==> config.mk <==
export PLATFORM = sky130hd
export DESIGN_NAME = eav_angle
export DESIGN_NICKNAME = d
export VERILOG_FILES = /design/src/rtl/eav_pkg.sv /design/src/rtl/eav_angle.sv
export SDC_FILE = /design/constraint.sdc
export NUM_CORES = 2
export LEC_CHECK = 0
export BUFFER_PORTS_ARGS = -buffer_cell sky130_fd_sc_hd__clkbuf_2
export CAP_MARGIN = 5
export CORE_UTILIZATION = 45
export DETAILED_ROUTE_END_ITERATION = 6
export HOLD_SLACK_MARGIN = 0.1
export SLEW_MARGIN = 20
export SYNTH_ARGS = -nofsm -noshare
export SYNTH_HDL_FRONTEND = slang
export SYNTH_SLANG_ARGS = --single-unit
==> constraint.sdc <==
create_clock -name clk -period 8.8 [get_ports clk]
set_input_delay 2.64 -clock clk [delete_from_list [all_inputs] [get_ports clk]]
set_output_delay 2.64 -clock clk [all_outputs]
set_load 0.05 [all_outputs]
==> src/rtl/eav_pkg.sv <==
`timescale 1ns / 1ps
`default_nettype none
// ----------------------------------------------------------------------------
// eav_pkg
// Shared constants, widths and the arctangent table of the elliptical arc
// vertex generator.
// ----------------------------------------------------------------------------
package eav_pkg;

	// defaults of the top level parameters
	localparam int MAX_POINTS_DEF   = 4096;
	localparam int CORDIC_STEPS_DEF = 24;

	// field widths
	localparam int IDX_W  = 13;   // vertex index and point count
	localparam int SPAN_W = 31;   // angular span, also divider quotient
	localparam int NUM_W  = IDX_W + SPAN_W;   // dividend index * span + n/2
	localparam int ANG_W  = 35;   // angle during reduction
	localparam int CW     = 34;   // cordic datapath
	localparam int CRD_W  = 32;   // coordinates, Q16.16
	localparam int SUM_W  = 35;   // centre plus radius term, Q16.17
	localparam int DAT_W  = 32;   // configuration write data
	localparam int REG_W  = 3;    // configuration register index

	// configuration register indexes
	localparam logic [REG_W-1:0] REG_ANCHOR_MODE = 3'd0;
	localparam logic [REG_W-1:0] REG_ANCHOR_X    = 3'd1;
	localparam logic [REG_W-1:0] REG_ANCHOR_Y    = 3'd2;
	localparam logic [REG_W-1:0] REG_BOX_WIDTH   = 3'd3;
	localparam logic [REG_W-1:0] REG_BOX_HEIGHT  = 3'd4;
	localparam logic [REG_W-1:0] REG_POINT_COUNT = 3'd5;
	localparam logic [REG_W-1:0] REG_START_ANGLE = 3'd6;
	localparam logic [REG_W-1:0] REG_END_ANGLE   = 3'd7;

	// anchor modes
	localparam logic [1:0] MODE_BASE   = 2'd0;
	localparam logic [1:0] MODE_CENTRE = 2'd1;
	localparam logic [1:0] MODE_ORIGIN = 2'd2;

	// angle constants, Q6.28
	localparam logic signed [ANG_W-1:0] TWO_PI_Q28  = 35'sd1686629713;
	localparam logic signed [ANG_W-1:0] PI_Q28      = 35'sd843314857;
	localparam logic signed [ANG_W-1:0] HALF_PI_Q28 = 35'sd421657428;

	// cordic start vector, Q30
	localparam logic signed [CW-1:0] CORDIC_GAIN_Q30 = 34'sd652032874;

	// truncated arctangent of 2^-i, Q30
	function automatic logic [31:0] atan_q30(input int unsigned i);
		logic [31:0] v;
		case (i)
			0:  v = 32'h3243F6A8;
			1:  v = 32'h1DAC6705;
			2:  v = 32'h0FADBAFC;
			3:  v = 32'h07F56EA6;
			4:  v = 32'h03FEAB76;
			5:  v = 32'h01FFD55B;
			6:  v = 32'h00FFFAAA;
			7:  v = 32'h007FFF55;
			8:  v = 32'h003FFFEA;
			9:  v = 32'h001FFFFD;
			10: v = 32'h000FFFFF;
			11: v = 32'h0007FFFF;
			12: v = 32'h0003FFFF;
			13: v = 32'h0001FFFF;
			14: v = 32'h0000FFFF;
			15: v = 32'h00007FFF;
			16: v = 32'h00003FFF;
			17: v = 32'h00001FFF;
			18: v = 32'h00000FFF;
			19: v = 32'h000007FF;
			20: v = 32'h000003FF;
			21: v = 32'h000001FF;
			22: v = 32'h000000FF;
			23: v = 32'h0000007F;
			24: v = 32'h0000003F;
			25: v = 32'h0000001F;
			26: v = 32'h0000000F;
			27: v = 32'h00000008;
			28: v = 32'h00000004;
			29: v = 32'h00000002;
			30: v = 32'h00000001;
			default: v = 32'h00000000;
		endcase
		return v;
	endfunction

endpackage
`default_nettype wire

==> src/rtl/eav_angle.sv <==
`timescale 1ns / 1ps
`default_nettype none
// ----------------------------------------------------------------------------
// eav_angle
// Vertex index to cordic angle: index * span, restoring divide by the point
// count one quotient bit a stage, then reduction into [-pi/2, pi/2].
// ----------------------------------------------------------------------------
module eav_angle #(
	parameter int MAX_POINTS = eav_pkg::MAX_POINTS_DEF
) (
	input  wire logic                                clk,
	input  wire logic                                arst_n,
	input  wire logic                                in_valid,
	input  wire logic [eav_pkg::IDX_W-1:0]           in_index,
	input  wire logic [eav_pkg::IDX_W-1:0]           point_count,
	input  wire logic [eav_pkg::SPAN_W-1:0]          span,
	input  wire logic signed [31:0]                  start_angle,
	output logic                                     out_valid,
	output logic signed [eav_pkg::CW-1:0]            out_z,
	output logic                                     out_neg
);

	localparam int QW      = eav_pkg::SPAN_W;
	localparam int NUM_W   = eav_pkg::NUM_W;
	localparam int ANG_W   = eav_pkg::ANG_W;
	localparam int IDX_W   = eav_pkg::IDX_W;
	localparam int CW      = eav_pkg::CW;
	localparam int ANG_LAT = QW + 6;

	localparam logic [ANG_W-1:0] T1 = eav_pkg::TWO_PI_Q28;
	localparam logic [ANG_W-1:0] T2 = ANG_W'(2 * 64'(eav_pkg::TWO_PI_Q28));
	localparam logic [ANG_W-1:0] T4 = ANG_W'(4 * 64'(eav_pkg::TWO_PI_Q28));

	logic [IDX_W-1:0] n_c;
	logic [IDX_W-1:0] n_q;
	logic [IDX_W-1:0] idx_c;
	logic [IDX_W-1:0] idx_s1;
	logic [ANG_LAT-1:0] vld_s;
	logic [NUM_W-1:0] rem_s [0:QW];
	logic [QW-1:0] quo_s [0:QW];
	logic [ANG_W-1:0] r0_s34;
	logic [ANG_W-1:0] r1_s35;
	logic signed [ANG_W-1:0] r2_s36;
	logic signed [CW-1:0] z_s37;
	logic neg_s37;

	// effective point count, kept for the divider
	always_comb begin
		if (point_count == '0) begin
			n_c = IDX_W'(1);
		end else if (32'(point_count) > 32'(MAX_POINTS)) begin
			n_c = IDX_W'(MAX_POINTS);
		end else begin
			n_c = point_count;
		end
	end

	assign idx_c = (in_index >= n_c) ? '0 : in_index;

	always_ff @(posedge clk) begin
		n_q <= n_c;
	end

	// valid bits of all stages
	always_ff @(posedge clk or negedge arst_n) begin
		if (!arst_n) begin
			vld_s <= '0;
		end else begin
			vld_s <= {vld_s[ANG_LAT-2:0], in_valid};
		end
	end

	// index capture and dividend with rounding term
	always_ff @(posedge clk) begin
		idx_s1   <= idx_c;
		rem_s[0] <= NUM_W'(idx_s1) * NUM_W'(span) + NUM_W'(n_q >> 1);
		quo_s[0] <= '0;
	end

	// restoring divider, one quotient bit a stage
	for (genvar j = 0; j < QW; j++) begin : g_div
		localparam int K = QW - 1 - j;
		logic [NUM_W-1:0] dsor;
		assign dsor = NUM_W'(n_q) << K;
		always_ff @(posedge clk) begin
			if (rem_s[j] >= dsor) begin
				rem_s[j+1] <= rem_s[j] - dsor;
				quo_s[j+1] <= {quo_s[j][QW-2:0], 1'b1};
			end else begin
				rem_s[j+1] <= rem_s[j];
				quo_s[j+1] <= {quo_s[j][QW-2:0], 1'b0};
			end
		end
	end

	// angle plus two turns, always positive and below eight turns
	always_ff @(posedge clk) begin
		r0_s34 <= ANG_W'(signed'(start_angle)) + ANG_W'(quo_s[QW]) + T2;
	end

	// modulo two pi, coarse steps
	always_ff @(posedge clk) begin
		logic [ANG_W-1:0] a;
		a = (r0_s34 >= T4) ? r0_s34 - T4 : r0_s34;
		r1_s35 <= (a >= T2) ? a - T2 : a;
	end

	// last modulo step, then into (-pi, pi]
	always_ff @(posedge clk) begin
		logic signed [ANG_W-1:0] b;
		b = signed'((r1_s35 >= T1) ? r1_s35 - T1 : r1_s35);
		r2_s36 <= (b > eav_pkg::PI_Q28) ? b - eav_pkg::TWO_PI_Q28 : b;
	end

	// fold into [-pi/2, pi/2] and scale to Q30
	always_ff @(posedge clk) begin
		logic signed [ANG_W-1:0] f;
		logic ng;
		if (r2_s36 > eav_pkg::HALF_PI_Q28) begin
			f  = r2_s36 - eav_pkg::PI_Q28;
			ng = 1'b1;
		end else if (r2_s36 < -eav_pkg::HALF_PI_Q28) begin
			f  = r2_s36 + eav_pkg::PI_Q28;
			ng = 1'b1;
		end else begin
			f  = r2_s36;
			ng = 1'b0;
		end
		z_s37   <= {f[CW-3:0], 2'b00};
		neg_s37 <= ng;
	end

	assign out_valid = vld_s[ANG_LAT-1];
	assign out_z     = z_s37;
	assign out_neg   = neg_s37;

endmodule
`default_nettype wire

==> metrics.cfg <==
[global_route]
grt_overflow=0
grt_pass1_wl_um=361000
grt_max_degree=38
grt_pass1_vias=68200
antenna_found_initial=8
grt_usage=0.211

[cts]
cts.sinks=2059
clk_path_buf_depth=3
holdBufCountCts=0
numCtsBuffers=205
post-cts-setup-buffers=0
cts_tree=yes
root_buffer=clkbuf_16
clkTransAtPathRegs_ns=0.06
clkLatencyLatePin_ns=0.86
ctsResizeCount=0
htreeDepth=4

[placement]
portBuffers=125
dpl-instance-area_um2=98800
hpwlAfterDp_um=175000
gp_congestion=0.899
placedCellCount=12500

[timing]
fmaxAchievable_mhz=119
setup-violations-final=0
relSlewSlack=0.280
hold_violations=0
skew_ns=0.0385
drv_slew=0
worstMarginPinSlew_ns=1.08
timing.final.crit_share=0.954
rsz0062_at_grt=false
period_needed_ns=8.40

[pwr]
switching_share=0.395
vdd_drop_max_uv=263
leakage_nw=45.4
p_int_w=0.0280
p_clk_frac=0.200
power.density_nw_per_um2=436
power_frac_comb=0.442
pwr-share-seq=0.359
p_switching_w=0.0183

[hold_path]
hold_path.class=flip-flop to flip-flop

[detailed_routing]
vias=68000
post-route-drc-count=0
wl_per_cell_um=17.6
routed_wirelength_um=226000
ant_nets=0
vias_per_cell=5.28
drt_first_pass_iters=5
drt_iter0_drc=3778

[yosys]
yosys.area.top_type_share=0.426
synthCells=9716
synth_cell_types=122
syn_area_um2=94900
avgSynthCellArea_um2=9.77
synth_ff_type=dfxtp_1
yosys-top-cells-area=dfxtp_1, ha_1, fa_1
yosysTopAreaCell=dfxtp_1
yosysSeqAreaShare=0.436
synth_edf_count=0
synthMostInstantiatedCell=dfxtp_1
synthTopCellsByCount=dfxtp_1, nand2_1, inv_1
async_flop_share=0.0180
ys_ff_latch=2059
yosysWarningCount=0

[floorplanning]
core_um2=210000
start_util=0.453
rows=168
die_x_um=461
dieArea_um2=213000
dieHeight_um=461
ios=128

[outcome]
status=finished, final reports clean

[finish]
finalNetCount=11000
syn_to_final_growth_pct=11.9
final_area_um2=106000
finalNonFillerCells=12900
fill_cells=19100
drive_above_1_share=0.0785

[setup_path]
crit_required_ns=9.59
critPathLaunchType=primary input
arrival_ns=9.19
path_max_fanout=4
end_kind=flip-flop
crit_type=primary input to flip-flop

[run]
timing.max_cap.violations=0

==> cells in the final DEF, fill, tap and decap left out, types with 256 or more instances in the layout <==
cell type	n
ha_1	616
xnor2_1	515
a21oi_1	460
nor3_1	256
inv_1	680
dfxtp_1	2017
o21ai_0	415
nor2_1	672
nand2_1	853
fa_1	358
xor2_1	372
==> cell type report <==
type                       count  area, um^2  area share
antenna                        5        12.5    0.000118
inverter                     694        2610      0.0245
timing repair buffer         230        1440      0.0136
sequential                  2059       41400       0.390
tap                         2805        3510      0.0330
clock inverter               123        1730      0.0163
multi-input combinational   6702       49900       0.469
clock buffer                 258        5680      0.0535
==> worst max-delay path, stage by stage <==
cell and delay (ns):
clkbuf_2 0.11, and2_1 0.17, fa_1 0.53, inv_1 0.05, fa_1 0.53, inv_1 0.05
fa_1 0.54, fa_1 0.44, fa_1 0.55, inv_1 0.06, fa_1 0.51, inv_1 0.05
ha_1 0.30, and4_1 0.23, and4_1 0.21, o311a_1 0.15, a211o_1 0.30, a22oi_1 0.32
o21ai_0 0.22, a32oi_1 0.29, a21oi_1 0.18, a221o_1 0.34, o21a_1 0.17, nor2_1 0.11
xnor2_1 0.12
==> layer usage <==
metal	wire (um)	track usage	part of all wire	vias up
li1	-	-	-	33600
met1	102000	0.270	0.45	32600
met2	109000	0.365	0.48	1436
met3	9390	0.0289	0.042	369
met4	5940	0.0661	0.026	2
met5	13	0	0.000057	-
==> per-stage QoR <==
step / hold slack [ns] / worst slack [ns] / setup TNS (ns) / util / power [W]
2_1_floorplan: 0.310 / 0.0219 / 0 / - / 0.0315
3_3_place_gp: 0.310 / -0.434 / -1.19 / 0.471 / 0.0368
3_5_place_dp: 0.312 / -0.450 / -1.49 / 0.471 / 0.0371
4_1_cts: 0.306 / 0.494 / 0 / 0.507 / 0.0467
5_1_grt: 0.320 / 0.130 / 0 / 0.507 / 0.0500
6_report: 0.310 / 0.401 / 0 / 0.507 / 0.0464
==> state kept, by name, summed over array words and instances (netlist names) <==
signal   cells
quo_s      496
out_neg      1
out_z       32
r0_s34      33
rem_s     1364
idx_s1      13
n_q         13
vld_s       37
r1_s35      35
r2_s36      35
==> worst paths after layout <==
| check | endpoint | cells past startpoint | slack, ns | start |
|---|---|---|---|---|
| setup / recovery | rem_s[0][43]$_DFF_P_ | 25 | 0.40 | span[8] |
| hold / removal | quo_s[0][439]$_DFF_P_ | 0 | 0.31 | quo_s[0][407]$_DFF_P_ |
| setup reg to reg | rem_s[0][43]$_DFF_P_ | 24 | 1.67 | idx_s1[3]$_SDFF_PP0_ |
| hold reg to reg | quo_s[0][439]$_DFF_P_ | 0 | 0.31 | quo_s[0][407]$_DFF_P_ |
| max in group asynchronous | vld_s[2]$_DFF_PN0_ | 1 | 6.37 | arst_n |
| min in group asynchronous | vld_s[29]$_DFF_PN0_ | 1 | 1.89 | arst_n |
==> power by group through the flow <==
| stage | clock [W] | sequential (W) | combinational, W |
|---|---|---|---|
| final | 0.00925 | 0.0166 | 0.0205 |
| after global routing | 0.00989 | 0.0170 | 0.0231 |
| after global placement | 0 | 0.0168 | 0.0200 |
| after detailed placement | 0 | 0.0168 | 0.0204 |
| after CTS | 0.00949 | 0.0166 | 0.0205 |
| after floorplan | 0 | 0.0156 | 0.0159 |
==> cells by family (layout without fill, tap and decap cells) <==
family,count (synthesis),count (layout),synth area share
buf+inv,956,1305,0.0398
simple gates,3132,3132,0.168
flops,2059,2059,0.436
mux,80,80,0.00912
xor+xnor,887,887,0.0818
compound gates,1627,1627,0.109
other cells,1,7,0.0000395
fa+ha+maj,974,974,0.157
No activity file was read; power rests on OpenSTA's default activity.
